<file path="src/sv/tusg_pkg.sv">
// tusg_pkg: shared types, constants and helpers of the segmentation header generator
// no dependencies; compiled before the interfaces and modules
`default_nettype none

package tusg_pkg;

  // fixed header sizes and protocol codes
  localparam int unsigned ETH_HEADER_BYTES = 14;
  localparam int unsigned UDP_HDR_BYTES    = 8;
  localparam int unsigned MAX_SEGS         = 48;

  localparam logic [15:0] ETHERTYPE_IPV4 = 16'h0800;
  localparam logic [7:0]  PROTO_TCP      = 8'd6;
  localparam logic [7:0]  PROTO_UDP      = 8'd17;

  // flag masks: cwr survives only on the first segment, psh and fin only on the last
  localparam logic [7:0] KEEP_NOT_FIRST = 8'h7f;
  localparam logic [7:0] KEEP_NOT_LAST  = 8'hf6;

  // field widths
  localparam int unsigned MTU_W   = 14;
  localparam int unsigned FLEN_W  = 17;
  localparam int unsigned PLEN_W  = 14;
  localparam int unsigned IPLEN_W = 16;
  localparam int unsigned OFF_W   = 8;
  localparam int unsigned SUB_W   = 20;

  localparam logic [MTU_W-1:0] MTU_RESET = 14'd8984;

  typedef enum logic [1:0] {
    KIND_PASS = 2'd0,
    KIND_TCP  = 2'd1,
    KIND_UDP  = 2'd2,
    KIND_ERR  = 2'd3
  } kind_t;

  // one result as held in the output register
  typedef struct packed {
    kind_t              kind;
    logic [FLEN_W-1:0]  payload_src_offset;
    logic [PLEN_W-1:0]  payload_len;
    logic [FLEN_W-1:0]  out_frame_len;
    logic [IPLEN_W-1:0] ip_total_len;
    logic [31:0]        seq_out;
    logic [7:0]         flags_out;
    logic [15:0]        udp_len_out;
    logic               last;
  } result_t;

  // operands and outcome of the shared subtract unit
  typedef struct packed {
    logic [SUB_W-1:0] a;
    logic [SUB_W-1:0] b;
  } sub_req_t;

  typedef struct packed {
    logic [SUB_W-1:0] diff;
    logic             borrow;
    logic             zero;
  } sub_rsp_t;

  // single result for pass through or header error
  function automatic result_t single_result(kind_t k, logic [FLEN_W-1:0] flen);
    result_t r;
    r                    = '0;
    r.kind               = k;
    r.out_frame_len      = flen;
    r.last               = 1'b1;
    return r;
  endfunction

endpackage

`default_nettype wire

</file>
<file path="src/sv/tusg_in_if.sv">
// tusg_in_if: request channel carrying the header fields of one frame
// depends on nothing; valid/ready handshake
`default_nettype none

interface tusg_in_if;
  logic        valid;
  logic        ready;
  logic [16:0] frame_bytes;
  logic [15:0] eth_type;
  logic [3:0]  ip_header_words;
  logic [7:0]  ip_protocol;
  logic [3:0]  tcp_data_offset;
  logic [31:0] tcp_seq;
  logic [7:0]  tcp_flags;
  logic [15:0] udp_length;

  modport source (
    output valid, frame_bytes, eth_type, ip_header_words, ip_protocol,
           tcp_data_offset, tcp_seq, tcp_flags, udp_length,
    input  ready
  );

  modport sink (
    input  valid, frame_bytes, eth_type, ip_header_words, ip_protocol,
           tcp_data_offset, tcp_seq, tcp_flags, udp_length,
    output ready
  );
endinterface

`default_nettype wire

</file>
<file path="src/sv/tusg_out_if.sv">
// tusg_out_if: result channel carrying one segment header (or pass/error result) per transfer
// depends on nothing; valid/ready handshake
`default_nettype none

interface tusg_out_if;
  logic        valid;
  logic        ready;
  logic [1:0]  kind;
  logic [16:0] payload_src_offset;
  logic [13:0] payload_len;
  logic [16:0] out_frame_len;
  logic [15:0] ip_total_len;
  logic [31:0] seq_out;
  logic [7:0]  flags_out;
  logic [15:0] udp_len_out;
  logic        last;

  modport source (
    output valid, kind, payload_src_offset, payload_len, out_frame_len,
           ip_total_len, seq_out, flags_out, udp_len_out, last,
    input  ready
  );

  modport sink (
    input  valid, kind, payload_src_offset, payload_len, out_frame_len,
           ip_total_len, seq_out, flags_out, udp_len_out, last,
    output ready
  );
endinterface

`default_nettype wire

</file>
<file path="src/sv/tusg_sub.sv">
// tusg_sub: shared subtract/compare unit used by every step of the sequencer
// depends on tusg_pkg
`default_nettype none

module tusg_sub
  import tusg_pkg::*;
(
  input  sub_req_t req,
  output sub_rsp_t rsp
);

  logic [SUB_W:0] wide;

  // a - b with borrow out and zero detect
  assign wide       = {1'b0, req.a} - {1'b0, req.b};
  assign rsp.diff   = wide[SUB_W-1:0];
  assign rsp.borrow = wide[SUB_W];
  assign rsp.zero   = (wide == '0);

endmodule

`default_nettype wire

</file>
<file path="src/sv/tcp_udp_segmentation_header_gen_core.sv">
// tcp_udp_segmentation_header_gen_core: splits an oversized ipv4 tcp/udp frame
// into mtu-sized segment headers; depends on tusg_pkg, tusg_in_if, tusg_out_if, tusg_sub
//
//  channel   dir  handshake    contents
//  hdr       in   valid/ready  frame_bytes, eth_type, header sizes, seq, flags, udp_length
//  res       out  valid/ready  one segment header (or pass/error) per response
//  cfg       in   cfg_we       mtu register, 14 bits
//
// a request is accepted in the idle state and takes up to five subtractor steps (pass
// check, mss, udp end, remaining bytes, segment count bound), then one emit step per
// segment result. a pass result, a header error at the mss step or a count error ends
// the request early; a udp request with no payload gives no result at all.
// hdr.ready is high only while the sequencer is idle; a held result stalls the
// sequencer in place. rst is synchronous: mtu returns to 8984, no result pending.
`default_nettype none

module tcp_udp_segmentation_header_gen_core
  import tusg_pkg::*;
(
  input  wire logic             clk,
  input  wire logic             rst,
  input  wire logic             cfg_we,
  input  wire logic [MTU_W-1:0] cfg_data,
  tusg_in_if.sink               hdr,
  tusg_out_if.source            res
);

  typedef enum logic [2:0] {
    S_IDLE,
    S_PASS,
    S_MSS,
    S_END,
    S_REM,
    S_CNT,
    S_EMIT
  } state_t;

  state_t state;

  logic [MTU_W-1:0]  mtu;

  // captured request
  logic [FLEN_W-1:0] frame_bytes;
  logic              is_ipv4;
  logic              is_tcp;
  logic              is_udp;
  logic [3:0]        ip_words;
  logic [3:0]        tcp_words;
  logic [31:0]       seq;
  logic [7:0]        flags;
  logic [15:0]       udp_length;

  // working registers
  logic [OFF_W-1:0]  pay_off;
  logic [FLEN_W-1:0] udp_end;
  logic [FLEN_W-1:0] seg_end;
  logic [MTU_W-1:0]  mss;
  logic [SUB_W-1:0]  mss48;
  logic [FLEN_W-1:0] rem;
  logic [FLEN_W-1:0] pos;
  logic              first;

  logic              out_valid;
  result_t           out_r;

  sub_req_t          sreq;
  sub_rsp_t          srsp;

  logic              out_free;
  logic              out_load;
  logic              seg_last;
  logic [PLEN_W-1:0] seg;
  logic [7:0]        seg_flags;
  logic [OFF_W-1:0]  l4_off;
  result_t           seg_res;

  tusg_sub u_sub (
    .req (sreq),
    .rsp (srsp)
  );

  assign out_free = !out_valid || res.ready;
  assign l4_off   = OFF_W'(ETH_HEADER_BYTES) + {2'b00, ip_words, 2'b00};

  // operand select for the shared subtractor
  always_comb begin
    sreq = '0;
    unique case (state)
      S_PASS: begin
        sreq.a = SUB_W'(mtu);
        sreq.b = SUB_W'(frame_bytes);
      end
      S_MSS: begin
        sreq.a = SUB_W'(mtu);
        sreq.b = SUB_W'(pay_off);
      end
      S_END: begin
        sreq.a = SUB_W'(frame_bytes);
        sreq.b = SUB_W'(udp_end);
      end
      S_REM: begin
        sreq.a = SUB_W'(seg_end);
        sreq.b = SUB_W'(pay_off);
      end
      S_CNT: begin
        sreq.a = mss48;
        sreq.b = SUB_W'(rem);
      end
      S_EMIT: begin
        sreq.a = SUB_W'(rem);
        sreq.b = SUB_W'(mss);
      end
      default: begin
        sreq = '0;
      end
    endcase
  end

  // output slot gets a new result this cycle
  always_comb begin
    out_load = 1'b0;
    unique case (state)
      S_PASS: begin
        out_load = out_free && (!srsp.borrow || !is_ipv4 || !(is_tcp || is_udp));
      end
      S_MSS: begin
        out_load = out_free && (srsp.borrow || srsp.zero);
      end
      S_CNT: begin
        out_load = out_free && srsp.borrow;
      end
      S_EMIT: begin
        out_load = out_free;
      end
      default: begin
        out_load = 1'b0;
      end
    endcase
  end

  // one segment: remaining bytes at or below mss close the request
  always_comb begin
    seg_last  = srsp.borrow || srsp.zero;
    seg       = seg_last ? rem[PLEN_W-1:0] : mss;
    seg_flags = flags;
    if (!first) begin
      seg_flags = seg_flags & KEEP_NOT_FIRST;
    end
    if (!seg_last) begin
      seg_flags = seg_flags & KEEP_NOT_LAST;
    end
    seg_res                    = '0;
    seg_res.kind               = is_tcp ? KIND_TCP : KIND_UDP;
    seg_res.payload_src_offset = pos;
    seg_res.payload_len        = seg;
    seg_res.out_frame_len      = FLEN_W'(pay_off) + FLEN_W'(seg);
    seg_res.ip_total_len       = IPLEN_W'(pay_off - OFF_W'(ETH_HEADER_BYTES))
                                 + IPLEN_W'(seg);
    seg_res.last               = seg_last;
    if (is_tcp) begin
      seg_res.seq_out   = seq;
      seg_res.flags_out = seg_flags;
    end else begin
      seg_res.udp_len_out = 16'(seg) + 16'(UDP_HDR_BYTES);
    end
  end

  // sequencer, registers and output slot
  always_ff @(posedge clk) begin
    if (rst) begin
      state     <= S_IDLE;
      out_valid <= 1'b0;
      mtu       <= MTU_RESET;
    end else begin
      if (cfg_we) begin
        mtu <= cfg_data;
      end
      if (out_load) begin
        out_valid <= 1'b1;
      end else if (res.ready) begin
        out_valid <= 1'b0;
      end
      unique case (state)
        S_IDLE: begin
          if (hdr.valid) begin
            frame_bytes <= hdr.frame_bytes;
            is_ipv4     <= (hdr.eth_type == ETHERTYPE_IPV4);
            is_tcp      <= (hdr.ip_protocol == PROTO_TCP);
            is_udp      <= (hdr.ip_protocol == PROTO_UDP);
            ip_words    <= hdr.ip_header_words;
            tcp_words   <= hdr.tcp_data_offset;
            seq         <= hdr.tcp_seq;
            flags       <= hdr.tcp_flags;
            udp_length  <= hdr.udp_length;
            state       <= S_PASS;
          end
        end
        S_PASS: begin
          pay_off <= l4_off + (is_tcp ? {2'b00, tcp_words, 2'b00}
                                      : OFF_W'(UDP_HDR_BYTES));
          udp_end <= FLEN_W'(l4_off) + FLEN_W'(udp_length);
          if (!srsp.borrow || !is_ipv4 || !(is_tcp || is_udp)) begin
            if (out_free) begin
              out_r <= single_result(KIND_PASS, frame_bytes);
              state <= S_IDLE;
            end
          end else begin
            state <= S_MSS;
          end
        end
        S_MSS: begin
          if (srsp.borrow || srsp.zero) begin
            if (out_free) begin
              out_r <= single_result(KIND_ERR, frame_bytes);
              state <= S_IDLE;
            end
          end else begin
            mss   <= srsp.diff[MTU_W-1:0];
            state <= S_END;
          end
        end
        S_END: begin
          mss48 <= {1'b0, mss, 5'b0} + {2'b00, mss, 4'b0};
          if (is_tcp || srsp.borrow) begin
            seg_end <= frame_bytes;
          end else begin
            seg_end <= udp_end;
          end
          state <= S_REM;
        end
        S_REM: begin
          if (srsp.borrow || srsp.zero) begin
            state <= S_IDLE;
          end else begin
            rem   <= srsp.diff[FLEN_W-1:0];
            pos   <= FLEN_W'(pay_off);
            first <= 1'b1;
            state <= S_CNT;
          end
        end
        S_CNT: begin
          if (srsp.borrow) begin
            if (out_free) begin
              out_r <= single_result(KIND_ERR, frame_bytes);
              state <= S_IDLE;
            end
          end else begin
            state <= S_EMIT;
          end
        end
        S_EMIT: begin
          if (out_free) begin
            out_r <= seg_res;
            first <= 1'b0;
            pos   <= pos + FLEN_W'(seg);
            seq   <= seq + 32'(seg);
            rem   <= srsp.diff[FLEN_W-1:0];
            if (seg_last) begin
              state <= S_IDLE;
            end
          end
        end
        default: begin
          state <= S_IDLE;
        end
      endcase
    end
  end

  assign hdr.ready              = (state == S_IDLE);
  assign res.valid              = out_valid;
  assign res.kind               = out_r.kind;
  assign res.payload_src_offset = out_r.payload_src_offset;
  assign res.payload_len        = out_r.payload_len;
  assign res.out_frame_len      = out_r.out_frame_len;
  assign res.ip_total_len       = out_r.ip_total_len;
  assign res.seq_out            = out_r.seq_out;
  assign res.flags_out          = out_r.flags_out;
  assign res.udp_len_out        = out_r.udp_len_out;
  assign res.last               = out_r.last;

  // a request is taken only once per idle period
  a_one_request: assert property (@(posedge clk) disable iff (rst)
    hdr.valid && hdr.ready |=> !hdr.ready)
    else $error("request accepted while busy");

  // pass and error results stand alone
  a_single_last: assert property (@(posedge clk) disable iff (rst)
    out_valid && (out_r.kind == KIND_PASS || out_r.kind == KIND_ERR) |-> out_r.last)
    else $error("pass or error result without last");

  // every segment carries payload
  a_seg_nonempty: assert property (@(posedge clk) disable iff (rst)
    out_valid && (out_r.kind == KIND_TCP || out_r.kind == KIND_UDP)
      |-> out_r.payload_len != '0)
    else $error("empty segment emitted");

  // segments before the last are full mss
  a_seg_full: assert property (@(posedge clk) disable iff (rst)
    out_valid && (out_r.kind == KIND_TCP || out_r.kind == KIND_UDP) && !out_r.last
      |-> out_r.payload_len == mss)
    else $error("short segment before the last");

endmodule

`default_nettype wire

</file>
<file path="src/flat_wrapper.sv">
// flat-port wrapper written by rule: the top's interface ports become plain ports
module tcp_udp_segmentation_header_gen_core_flat import tusg_pkg::*;
  (clk, rst, cfg_we, cfg_data, hdr_valid, hdr_frame_bytes, hdr_eth_type, hdr_ip_header_words, hdr_ip_protocol, hdr_tcp_data_offset, hdr_tcp_seq, hdr_tcp_flags, hdr_udp_length, hdr_ready, res_valid, res_kind, res_payload_src_offset, res_payload_len, res_out_frame_len, res_ip_total_len, res_seq_out, res_flags_out, res_udp_len_out, res_last, res_ready);
  tusg_in_if hdr_i ();
  tusg_out_if res_i ();
  input  wire logic clk;
  input  wire logic rst;
  input  wire logic cfg_we;
  input  wire logic [MTU_W-1:0] cfg_data;
  input wire logic [$bits(hdr_i.valid)-1:0] hdr_valid;
  input wire logic [$bits(hdr_i.frame_bytes)-1:0] hdr_frame_bytes;
  input wire logic [$bits(hdr_i.eth_type)-1:0] hdr_eth_type;
  input wire logic [$bits(hdr_i.ip_header_words)-1:0] hdr_ip_header_words;
  input wire logic [$bits(hdr_i.ip_protocol)-1:0] hdr_ip_protocol;
  input wire logic [$bits(hdr_i.tcp_data_offset)-1:0] hdr_tcp_data_offset;
  input wire logic [$bits(hdr_i.tcp_seq)-1:0] hdr_tcp_seq;
  input wire logic [$bits(hdr_i.tcp_flags)-1:0] hdr_tcp_flags;
  input wire logic [$bits(hdr_i.udp_length)-1:0] hdr_udp_length;
  output wire logic [$bits(hdr_i.ready)-1:0] hdr_ready;
  output wire logic [$bits(res_i.valid)-1:0] res_valid;
  output wire logic [$bits(res_i.kind)-1:0] res_kind;
  output wire logic [$bits(res_i.payload_src_offset)-1:0] res_payload_src_offset;
  output wire logic [$bits(res_i.payload_len)-1:0] res_payload_len;
  output wire logic [$bits(res_i.out_frame_len)-1:0] res_out_frame_len;
  output wire logic [$bits(res_i.ip_total_len)-1:0] res_ip_total_len;
  output wire logic [$bits(res_i.seq_out)-1:0] res_seq_out;
  output wire logic [$bits(res_i.flags_out)-1:0] res_flags_out;
  output wire logic [$bits(res_i.udp_len_out)-1:0] res_udp_len_out;
  output wire logic [$bits(res_i.last)-1:0] res_last;
  input wire logic [$bits(res_i.ready)-1:0] res_ready;
  assign hdr_i.valid = hdr_valid;
  assign hdr_i.frame_bytes = hdr_frame_bytes;
  assign hdr_i.eth_type = hdr_eth_type;
  assign hdr_i.ip_header_words = hdr_ip_header_words;
  assign hdr_i.ip_protocol = hdr_ip_protocol;
  assign hdr_i.tcp_data_offset = hdr_tcp_data_offset;
  assign hdr_i.tcp_seq = hdr_tcp_seq;
  assign hdr_i.tcp_flags = hdr_tcp_flags;
  assign hdr_i.udp_length = hdr_udp_length;
  assign hdr_ready = hdr_i.ready;
  assign res_valid = res_i.valid;
  assign res_kind = res_i.kind;
  assign res_payload_src_offset = res_i.payload_src_offset;
  assign res_payload_len = res_i.payload_len;
  assign res_out_frame_len = res_i.out_frame_len;
  assign res_ip_total_len = res_i.ip_total_len;
  assign res_seq_out = res_i.seq_out;
  assign res_flags_out = res_i.flags_out;
  assign res_udp_len_out = res_i.udp_len_out;
  assign res_last = res_i.last;
  assign res_i.ready = res_ready;
  tcp_udp_segmentation_header_gen_core u_core (.clk(clk), .rst(rst), .cfg_we(cfg_we), .cfg_data(cfg_data), .hdr(hdr_i), .res(res_i));
endmodule
</file>
<file path="config.mk">
export PLATFORM = sky130hd
export DESIGN_NAME = tcp_udp_segmentation_header_gen_core_flat
export DESIGN_NICKNAME = d
export VERILOG_FILES = /design/src/sv/tusg_pkg.sv /design/src/sv/tusg_in_if.sv /design/src/sv/tusg_out_if.sv /design/src/sv/tusg_sub.sv /design/src/sv/tcp_udp_segmentation_header_gen_core.sv /design/src/flat_wrapper.sv
export SDC_FILE = /design/constraint.sdc
export NUM_CORES = 1
export LEC_CHECK = 0
export BUFFER_PORTS_ARGS = -buffer_cell sky130_fd_sc_hd__buf_2
export CAP_MARGIN = 10
export CORE_UTILIZATION = 63
export CTS_CLUSTER_SIZE = 40
export DETAILED_ROUTE_END_ITERATION = 8
export PLACE_DENSITY = 0.86
export SLEW_MARGIN = 5
export SYNTH_ARGS = -nofsm -noshare
export SYNTH_HDL_FRONTEND = slang
export SYNTH_HIERARCHICAL = 1
export SYNTH_SLANG_ARGS = --single-unit
export TNS_END_PERCENT = 20
</file>
<file path="constraint.sdc">
create_clock -name clk -period 37.8 [get_ports clk]
set_clock_uncertainty 0.05 [all_clocks]
set_input_delay 1.89 -clock clk [delete_from_list [all_inputs] [get_ports clk]]
set_output_delay 1.89 -clock clk [all_outputs]
set_load 0.02 [all_outputs]
</file>
==> run summary, run 1 <==
status -> complete, no violations
synthesized cell area -> 0.01815 mm^2
number of global-route vias before repair -> 13,450
IO Port Bufs -> 247
total CTS buffers -> 35
RePlAce Congestion -> 0.9470
clk sink count -> 327
num rows -> 61
Worst setup SP type -> flip-flop
Vias -> 14,160
Yosys warning count -> 6
gr ovfl total -> 0
Worst Path Max Fanout -> 22
Residual DRC -> 0
Peak VDD IR -> 0.03726 mV
root buf cell -> clkbuf_16
count of final setup violators -> 0
PostCTS Resize Cnt -> 0
critical path's largest stage delay -> 0.91 ns
dpl hpwl -> 35.19 mm
CP arrival -> 9.13 ns
crit end category -> flip-flop
CTS tree -> done
Setup Crit Path Kind -> reg -> reg
Post-Route Utilization -> 74.66%
Die Height -> 171.7 um
RR Endpoint -> u_core/seq[31]
RSZ-0062 raised after global routing -> false
Pins Over Slew Limit -> 0
final worst-path cycle share -> 23.65%
required time worst endpoint -> 37.99 ns
WL final -> 47.80 mm
clk buf depth -> 3
mean area per synthesized cell -> 11.16 um^2
Final min period -> 8.940 ns
cts hold-fix bufs -> 0
Worst-Margin Slew -> 1.161 ns
post-layout net count -> 2,092
fmax -> 111.9 MHz
Max-Cap Viols -> 0
final hold vios -> 0
Die X -> 171.7 um
R2R setup slack -> 28.86 ns
share of cells above drive strength 1 -> 19.78%
hold crit path type -> reg -> reg
first drt pass iteration count -> 6
Tot GR Track Use -> 32.24%
Leak -> 8.457 nW
total negative setup slack -> 0 ns
worst r2r src -> u_core/state[0]
area occupied by multi-input gates -> 0.008019 mm^2
post-CTS setup buffer count -> 0
initial antenna violation count -> 0
initial core utilization -> 64.63%
power consumption -> 0.9095 mW
FF-to-FF path depth -> 27
ANT nets after route -> 0
Non-Filler Instances -> 2,269
number of diodes -> 0
Iteration-0 DRC Markers -> 1,652
Synth Instances -> 1,626
pwr dens -> 43.38 mW/mm^2
Syn-to-layout area delta -> 15.52%
Routed WL per cell -> 21.07 um
H-Tree Depth -> 2
clock latency at the later pin of the worst-skew pair -> 0.53 ns
largest net degree at the start of global routing -> 99
hold worst-path end -> u_core/udp_end[0]
first-pass GRT wire length -> 71.90 mm
FF+latch area -> 0.009639 mm^2
I/O pin total -> 249
normalized max-slew margin -> 22.54%
slowest cell on the critical path -> nor2_1
vias per std cell -> 6.242
core area -> 0.02809 mm^2
hold path startpoint -> u_core/udp_length[0]
clock slew at reported path FFs -> 0.06 ns
worst hold stages -> 0
Placed Cells incl. Taps -> 2,207
FILL cells -> 1,917
die area -> 0.02950 mm^2
## where the power goes
part,internal [mW],leakage (nW),switching [mW],total [mW]
Sequential,0.415,3.03,0.00925,0.424
Clock,0.221,0.583,0.140,0.361
Combinational,0.0474,4.84,0.0776,0.125
## state kept, by name (all words and copies together), names as in the netlist, 12 cells and up
| name | count |
|---|---|
| u_core/udp_end | 17 |
| u_core/udp_length | 16 |
| u_core/res.out_frame_len | 17 |
| u_core/res.payload_len | 12 |
| u_core/seq | 32 |
| u_core/res.udp_len_out | 15 |
| u_core/mss48 | 16 |
| u_core/res.seq_out | 32 |
| u_core/seg_end | 17 |
| u_core/mss | 14 |
| u_core/res.payload_src_offset | 17 |
| u_core/pos | 17 |
| u_core/res.ip_total_len | 16 |
| u_core/frame_bytes | 17 |
| u_core/rem | 17 |
| u_core/mtu | 14 |
## cells in the final DEF (no fill, tap or decap), types with 29 or more instances in the layout
cell type	instances
mux2i_1	29
inv_1	73
a21oi_1	75
buf_2	247
nor2_1	114
nand3_1	46
and2_1	56
nand2_1	150
xnor2_1	67
xor2_1	35
o21ai_0	76
a22oi_1	58
clkbuf_16	36
and3_1	32
ha_1	94
edfxtp_1	309
## metal layers
| layer | GRT usage [%] | vias up | wire length (um) |
|---|---|---|---|
| li1 | - | 6499 | - |
| met2 | 54.83 | 845 | 22890 |
| met3 | 5.039 | 132 | 4416 |
| met4 | 14.16 | 0 | 1932 |
| met1 | 40.79 | 6687 | 18560 |
| met5 | 0 | - | 0 |
## final cells by class
type / instances / area share, %
clock buffers: 49 / 4.624
clock inverters: 13 / 1.110
inverters: 74 / 1.331
multi-input cells: 1165 / 38.24
flip-flops and latches: 327 / 45.97
well taps: 378 / 2.256
repair buffers: 263 / 6.468
## critical path, delay by kind of cell, from the launching register on
kind	cells	cell delay, ns
compound gates	12	2.79
mux	1	0.53
buf+inv	3	0.67
xor+xnor	1	0.14
fa+ha+maj	3	1.06
flops	1	0.70
simple gates	7	2.65
## worst max path at each step
| stage | from | endpoint | slack [ns] | cells past startpoint |
|---|---|---|---|---|
| after floorplan | u_core/state[2] | u_core/res.flags_out[0] | 24.42 | 22 |
| after global placement | u_core/state[1] | u_core/seq[31] | 29.56 | 27 |
| after detailed placement | u_core/state[0] | u_core/seq[31] | 29.14 | 27 |
| after CTS | u_core/state[0] | u_core/seq[31] | 29.08 | 27 |
| after global routing | u_core/state[0] | u_core/seq[31] | 28.36 | 27 |
| final | u_core/state[0] | u_core/seq[31] | 28.86 | 27 |
## metrics by stage
| stage | hold slack [ns] | instance area [um^2] | setup slack (ns) |
|---|---|---|---|
| floorplan | 0.3503 | 18160 | 24.42 |
| global placement | 0.3507 | 19770 | 29.56 |
| detailed placement | 0.3705 | 19770 | 29.14 |
| CTS | 0.3853 | 20970 | 29.08 |
| global route | 0.4024 | 20970 | 28.36 |
| finish | 0.3813 | 20970 | 28.86 |
Note: power is estimated with default switching activity, not from simulation.
==> run 2, diff against run 1 <==
Settings changed: CORE_UTILIZATION 63 to 53, PLACE_DENSITY 0.86 to 0.77.
Clock period 37.8 ns to 8.1 ns, I/O delays scaled along.
==> run summary, run 2 (same netlist as run 1, synthesis figures left out) <==
final worst-path cycle share -> 93.02%
cts hold-fix bufs -> 32
ANT nets after route -> 0
dpl hpwl -> 37.48 mm
worst hold stages -> 1
Pins Over Slew Limit -> 0
slowest cell on the critical path -> dfxtp_1
Routed WL per cell -> 20.81 um
Iteration-0 DRC Markers -> 1,230
most common cell type on the critical path -> inv_1
GR Util met2 -> 45.18%
area occupied by multi-input gates -> 0.008016 mm^2
count of final setup violators -> 0
PostCTS Resize Cnt -> 0
Syn-to-layout area delta -> 19.04%
clock slew at reported path FFs -> 0.06 ns
hold crit path type -> in -> reg
Max-Cap Viols -> 0
gr ovfl total -> 0
RSZ-0062 raised after global routing -> false
R2R setup slack -> 0.57 ns
IO Port Bufs -> 247
normalized max-slew margin -> 20.99%
post-layout net count -> 2,156
fmax -> 132.7 MHz
clk buf depth -> 3
core area -> 0.03362 mm^2
H-Tree Depth -> 2
final hold vios -> 0
initial core utilization -> 54.00%
Tot GR Track Use -> 28.18%
CP arrival -> 7.72 ns
Final min period -> 7.535 ns
Vias -> 14,120
clock latency at the later pin of the worst-skew pair -> 0.53 ns
Die X -> 187.1 um
Setup Crit Path Kind -> reg -> reg
I/O pin total -> 249
post-CTS setup buffer count -> 0
grt met1 use -> 37.66%
most common cell after layout, fill and taps aside -> edfxtp_1
first drt pass iteration count -> 5
clk sink count -> 327
CTS tree -> done
Worst-Margin Slew -> 1.185 ns
RePlAce Congestion -> 0.9627
largest net degree at the start of global routing -> 88
number of global-route vias before repair -> 13,600
num rows -> 67
GRT Max-Usage Layer -> met2
met3 Use GR -> 4.690%
Die Height -> 187.1 um
most frequent cells in the layout -> edfxtp_1 (309), buf_2 (247), nand2_1 (150), nor2_1 (114), ha_1 (94)
total CTS buffers -> 36
FILL cells -> 2,599
die area -> 0.03499 mm^2
power consumption -> 4.201 mW
number of diodes -> 0
critical path's largest stage delay -> 0.76 ns
vias per std cell -> 5.873
share of cells above drive strength 1 -> 20.64%
root buf cell -> clkbuf_16
required time worst endpoint -> 8.29 ns
Worst Path Max Fanout -> 22
first-pass GRT wire length -> 76.17 mm
WL final -> 50.06 mm
Peak VDD IR -> 0.1715 mV
Residual DRC -> 0
Leak -> 8.732 nW
Worst setup SP type -> flip-flop
crit end category -> flip-flop
pwr dens -> 194.4 mW/mm^2
total negative setup slack -> 0 ns
FF-to-FF path depth -> 29
FF+latch area -> 0.009639 mm^2
initial antenna violation count -> 1
status -> complete, no violations
[run 2: cell count changes in the layout (fill, tap and decap cells not counted), sizes merged]
cell | before | now
buf | 263 | 292
bufinv | 6 | 3
clkbuf | 49 | 45
clkinv | 6 | 14
clkinvlp | 1 | 2
dlygate4sd3 | 0 | 34
inv | 74 | 75
[run 2: worst max-delay path, delay by kind of cell (launching register included)]
| kind | cells | cell delay, ns |
|---|---|---|
| compound gates | 14 | 3.17 |
| xor+xnor | 1 | 0.21 |
| simple gates | 5 | 1.20 |
| mux | 1 | 0.22 |
| flops | 1 | 0.76 |
| fa+ha+maj | 3 | 1.00 |
| buf+inv | 5 | 0.63 |
[run 2: metrics by stage]
| stage | worst slack [ns] | cells | instance area, um^2 | utilization, % | hold slack (ns) |
|---|---|---|---|---|---|
| 2_1_floorplan | 0.2787 | 1629 | 18170 | - | 0.3503 |
| 3_3_place_gp | 0.7660 | 2306 | 20120 | 59.85 | 0.3537 |
| 3_5_place_dp | 0.6988 | 2306 | 20120 | 59.85 | 0.3647 |
| 4_1_cts | 0.6557 | 2403 | 21590 | 64.22 | 0.00009026 |
| 5_1_grt | 0.06363 | 2405 | 21610 | 64.28 | 0.001844 |
| 6_report | 0.5653 | 2405 | 21610 | 64.28 | 0.01285 |
[run 2: final timing paths]
kind | from | end
worst max register to register | u_core/state[0] | u_core/seq[14]
worst max-delay path | u_core/state[0] | u_core/seq[14]
worst min register to register | u_core/udp_length[0] | u_core/udp_end[0]
worst min-delay path | hdr_frame_bytes[14] | u_core/frame_bytes[14]
[run 2: power by group]
group / internal [mW] / switching, mW / total, mW
registers: 1.93 / 0.0430 / 1.98
clock network: 0.945 / 0.667 / 1.61
logic: 0.242 / 0.370 / 0.612
total: 3.12 / 1.08 / 4.20
[run 2: area by class of cell]
cell class                      instances  share of cell area (%)
Sequential cell                       327                   44.61
Inverter                               74                   1.291
Timing Repair Buffer                  326                   9.090
Clock buffer                           45                   4.470
Tap cell                              448                   2.594
Clock inverter                         20                  0.8511
Multi-Input combinational cell       1165                   37.10
[run 2: metal layers]
layer  vias up  wire (um)
met3       110       3713
met2       652      23220
met1      6755      20860
li1       6605          -
met5         -         13
met4         2       2249
==> run 3, diff against run 2 <==
Settings changed: CAP_MARGIN 10 to 20, CORE_UTILIZATION 53 to 59, PLACE_DENSITY 0.77 to 0.82.
Clock period 8.1 ns to 7.8 ns, I/O delays scaled along.
==> run summary, run 3 (same netlist as run 1, synthesis figures left out) <==
crit end category -> flip-flop
sequential group share of total power -> 46.4%
net switching power -> 1.137 mW
Routed WL per cell -> 21.58 um
root buf cell -> clkbuf_16
initial core utilization -> 60.60%
number of diodes -> 0
FF-to-FF path depth -> 28
CTS tree -> done
I/O pin total -> 249
final hold vios -> 0
total CTS buffers -> 37
most frequent cells in the layout -> edfxtp_1 (309), buf_2 (247), nand2_1 (150), nor2_1 (115), ha_1 (94)
Max-Cap Viols -> 0
Final min period -> 7.439 ns
pwr dens -> 203.6 mW/mm^2
core area -> 0.02995 mm^2
R2R setup slack -> 0.36 ns
largest net degree at the start of global routing -> 121
dpl hpwl -> 36.35 mm
hold crit path type -> in -> reg
WL final -> 51.00 mm
Die X -> 177.4 um
clk buf depth -> 3
Die Height -> 177.4 um
first drt pass iteration count -> 5
Leak -> 8.818 nW
share of cells above drive strength 1 -> 20.63%
initial antenna violation count -> 0
switch share -> 25.70%
fmax -> 134.4 MHz
status -> complete, no violations
required time worst endpoint -> 7.97 ns
Worst-Margin Slew -> 1.079 ns
hold worst-path end -> u_core/mtu[13]
vias per std cell -> 6.136
ANT nets after route -> 0
P_int -> 3.288 mW
Iteration-0 DRC Markers -> 1,719
Residual DRC -> 0
most common cell after layout, fill and taps aside -> edfxtp_1
Post-Route Utilization -> 72.56%
most common cell type on the critical path -> inv_1
Tot GR Track Use -> 32.31%
clock slew at reported path FFs -> 0.06 ns
worst r2r src -> u_core/state[0]
Worst Path Max Fanout -> 22
Worst setup SP type -> flip-flop
worst hold stages -> 2
IO Port Bufs -> 247
Pins Over Slew Limit -> 0
critical path's largest stage delay -> 0.53 ns
RR Endpoint -> u_core/seq[18]
first-pass GRT wire length -> 77.02 mm
Vias -> 14,500
final worst-path cycle share -> 95.37%
normalized max-slew margin -> 27.55%
Combinational Power Share -> 14.8%
RePlAce Congestion -> 1.021
number of global-route vias before repair -> 14,090
clk sink count -> 327
CP arrival -> 7.60 ns
Syn-to-layout area delta -> 19.73%
slowest cell on the critical path -> dfxtp_2
num rows -> 63
die area -> 0.03147 mm^2
total negative setup slack -> 0 ns
hold path startpoint -> cfg_data[13]
clock share of power -> 38.7%
post-CTS setup buffer count -> 0
post-layout net count -> 2,171
clock latency at the later pin of the worst-skew pair -> 0.53 ns
Peak VDD IR -> 0.1872 mV
gr ovfl total -> 0
RSZ-0062 raised after global routing -> false
count of final setup violators -> 0
H-Tree Depth -> 2
Setup Crit Path Kind -> reg -> reg
run 3: area by class of cell:
type,count,area (um^2)
Multi-Input combinational cell,1165,8025
Timing Repair Buffer,340,2102
Tap cell,390,488.0
Clock buffer,52,1065
Fill cell,2084,8219
Clock inverter,15,133.9
Sequential cell,327,9642
Inverter,74,279.0
run 3: what timing repair did:
item | 4_1_cts | 5_1_grt
endpoints found under the hold margin | 49 | 0
gates resized for setup | 0 | 4
setup endpoints to repair | 0 | 36
hold buffers | 49 | 0
run 3: worst max-delay path, delay by kind of cell (launching register included):
family	cells	cell delay, ns
mux	1	0.39
simple gates	7	1.70
flops	1	0.53
buf+inv	3	0.26
fa+ha+maj	4	1.30
xor+xnor	1	0.14
compound gates	12	2.76
run 3: metrics by stage:
step / instance area (um^2) / hold WS (ns) / power (mW) / instances / worst slack (ns)
after global routing: 21730 / 0.03714 / 4.568 / 2363 / 0.008339
final: 21730 / 0.03150 / 4.425 / 2363 / 0.3612
after detailed placement: 20010 / 0.3662 / 2.705 / 2245 / 0.1708
after floorplan: 18170 / 0.3503 / 2.503 / 1629 / 0.03088
after CTS: 21690 / 0.007048 / 4.420 / 2361 / 0.1125
after global placement: 20010 / 0.3527 / 2.688 / 2245 / 0.4127
run 3: worst max path at each step:
stage / from / end / slack, ns / cells after the start
detailed placement: u_core/state[0] / u_core/seq[22] / 0.17 / 28
global placement: u_core/state[0] / u_core/seq[20] / 0.41 / 27
global route: u_core/state[0] / u_core/seq[18] / 0.008 / 28
floorplan: u_core/state[2] / u_core/res.flags_out[0] / 0.03 / 22
finish: u_core/state[0] / u_core/seq[18] / 0.36 / 28
CTS: u_core/state[0] / u_core/pos[16] / 0.11 / 28
run 3: power by group through the flow:
stage	clock (mW)	sequential, mW	combinational (mW)
after global routing	1.80	2.06	0.706
after floorplan	0	2.10	0.399
after global placement	0	2.09	0.602
final	1.71	2.06	0.657
after detailed placement	0	2.09	0.616
after CTS	1.73	2.05	0.639
run 3: metal layers:
metal	wire, um	GRT usage [%]	vias to the layer above
li1	-	-	6651
met1	19730	41.57	6834
met2	23820	53.04	878
met3	4862	5.377	136
met4	2588	15.81	0
met5	0	0	-
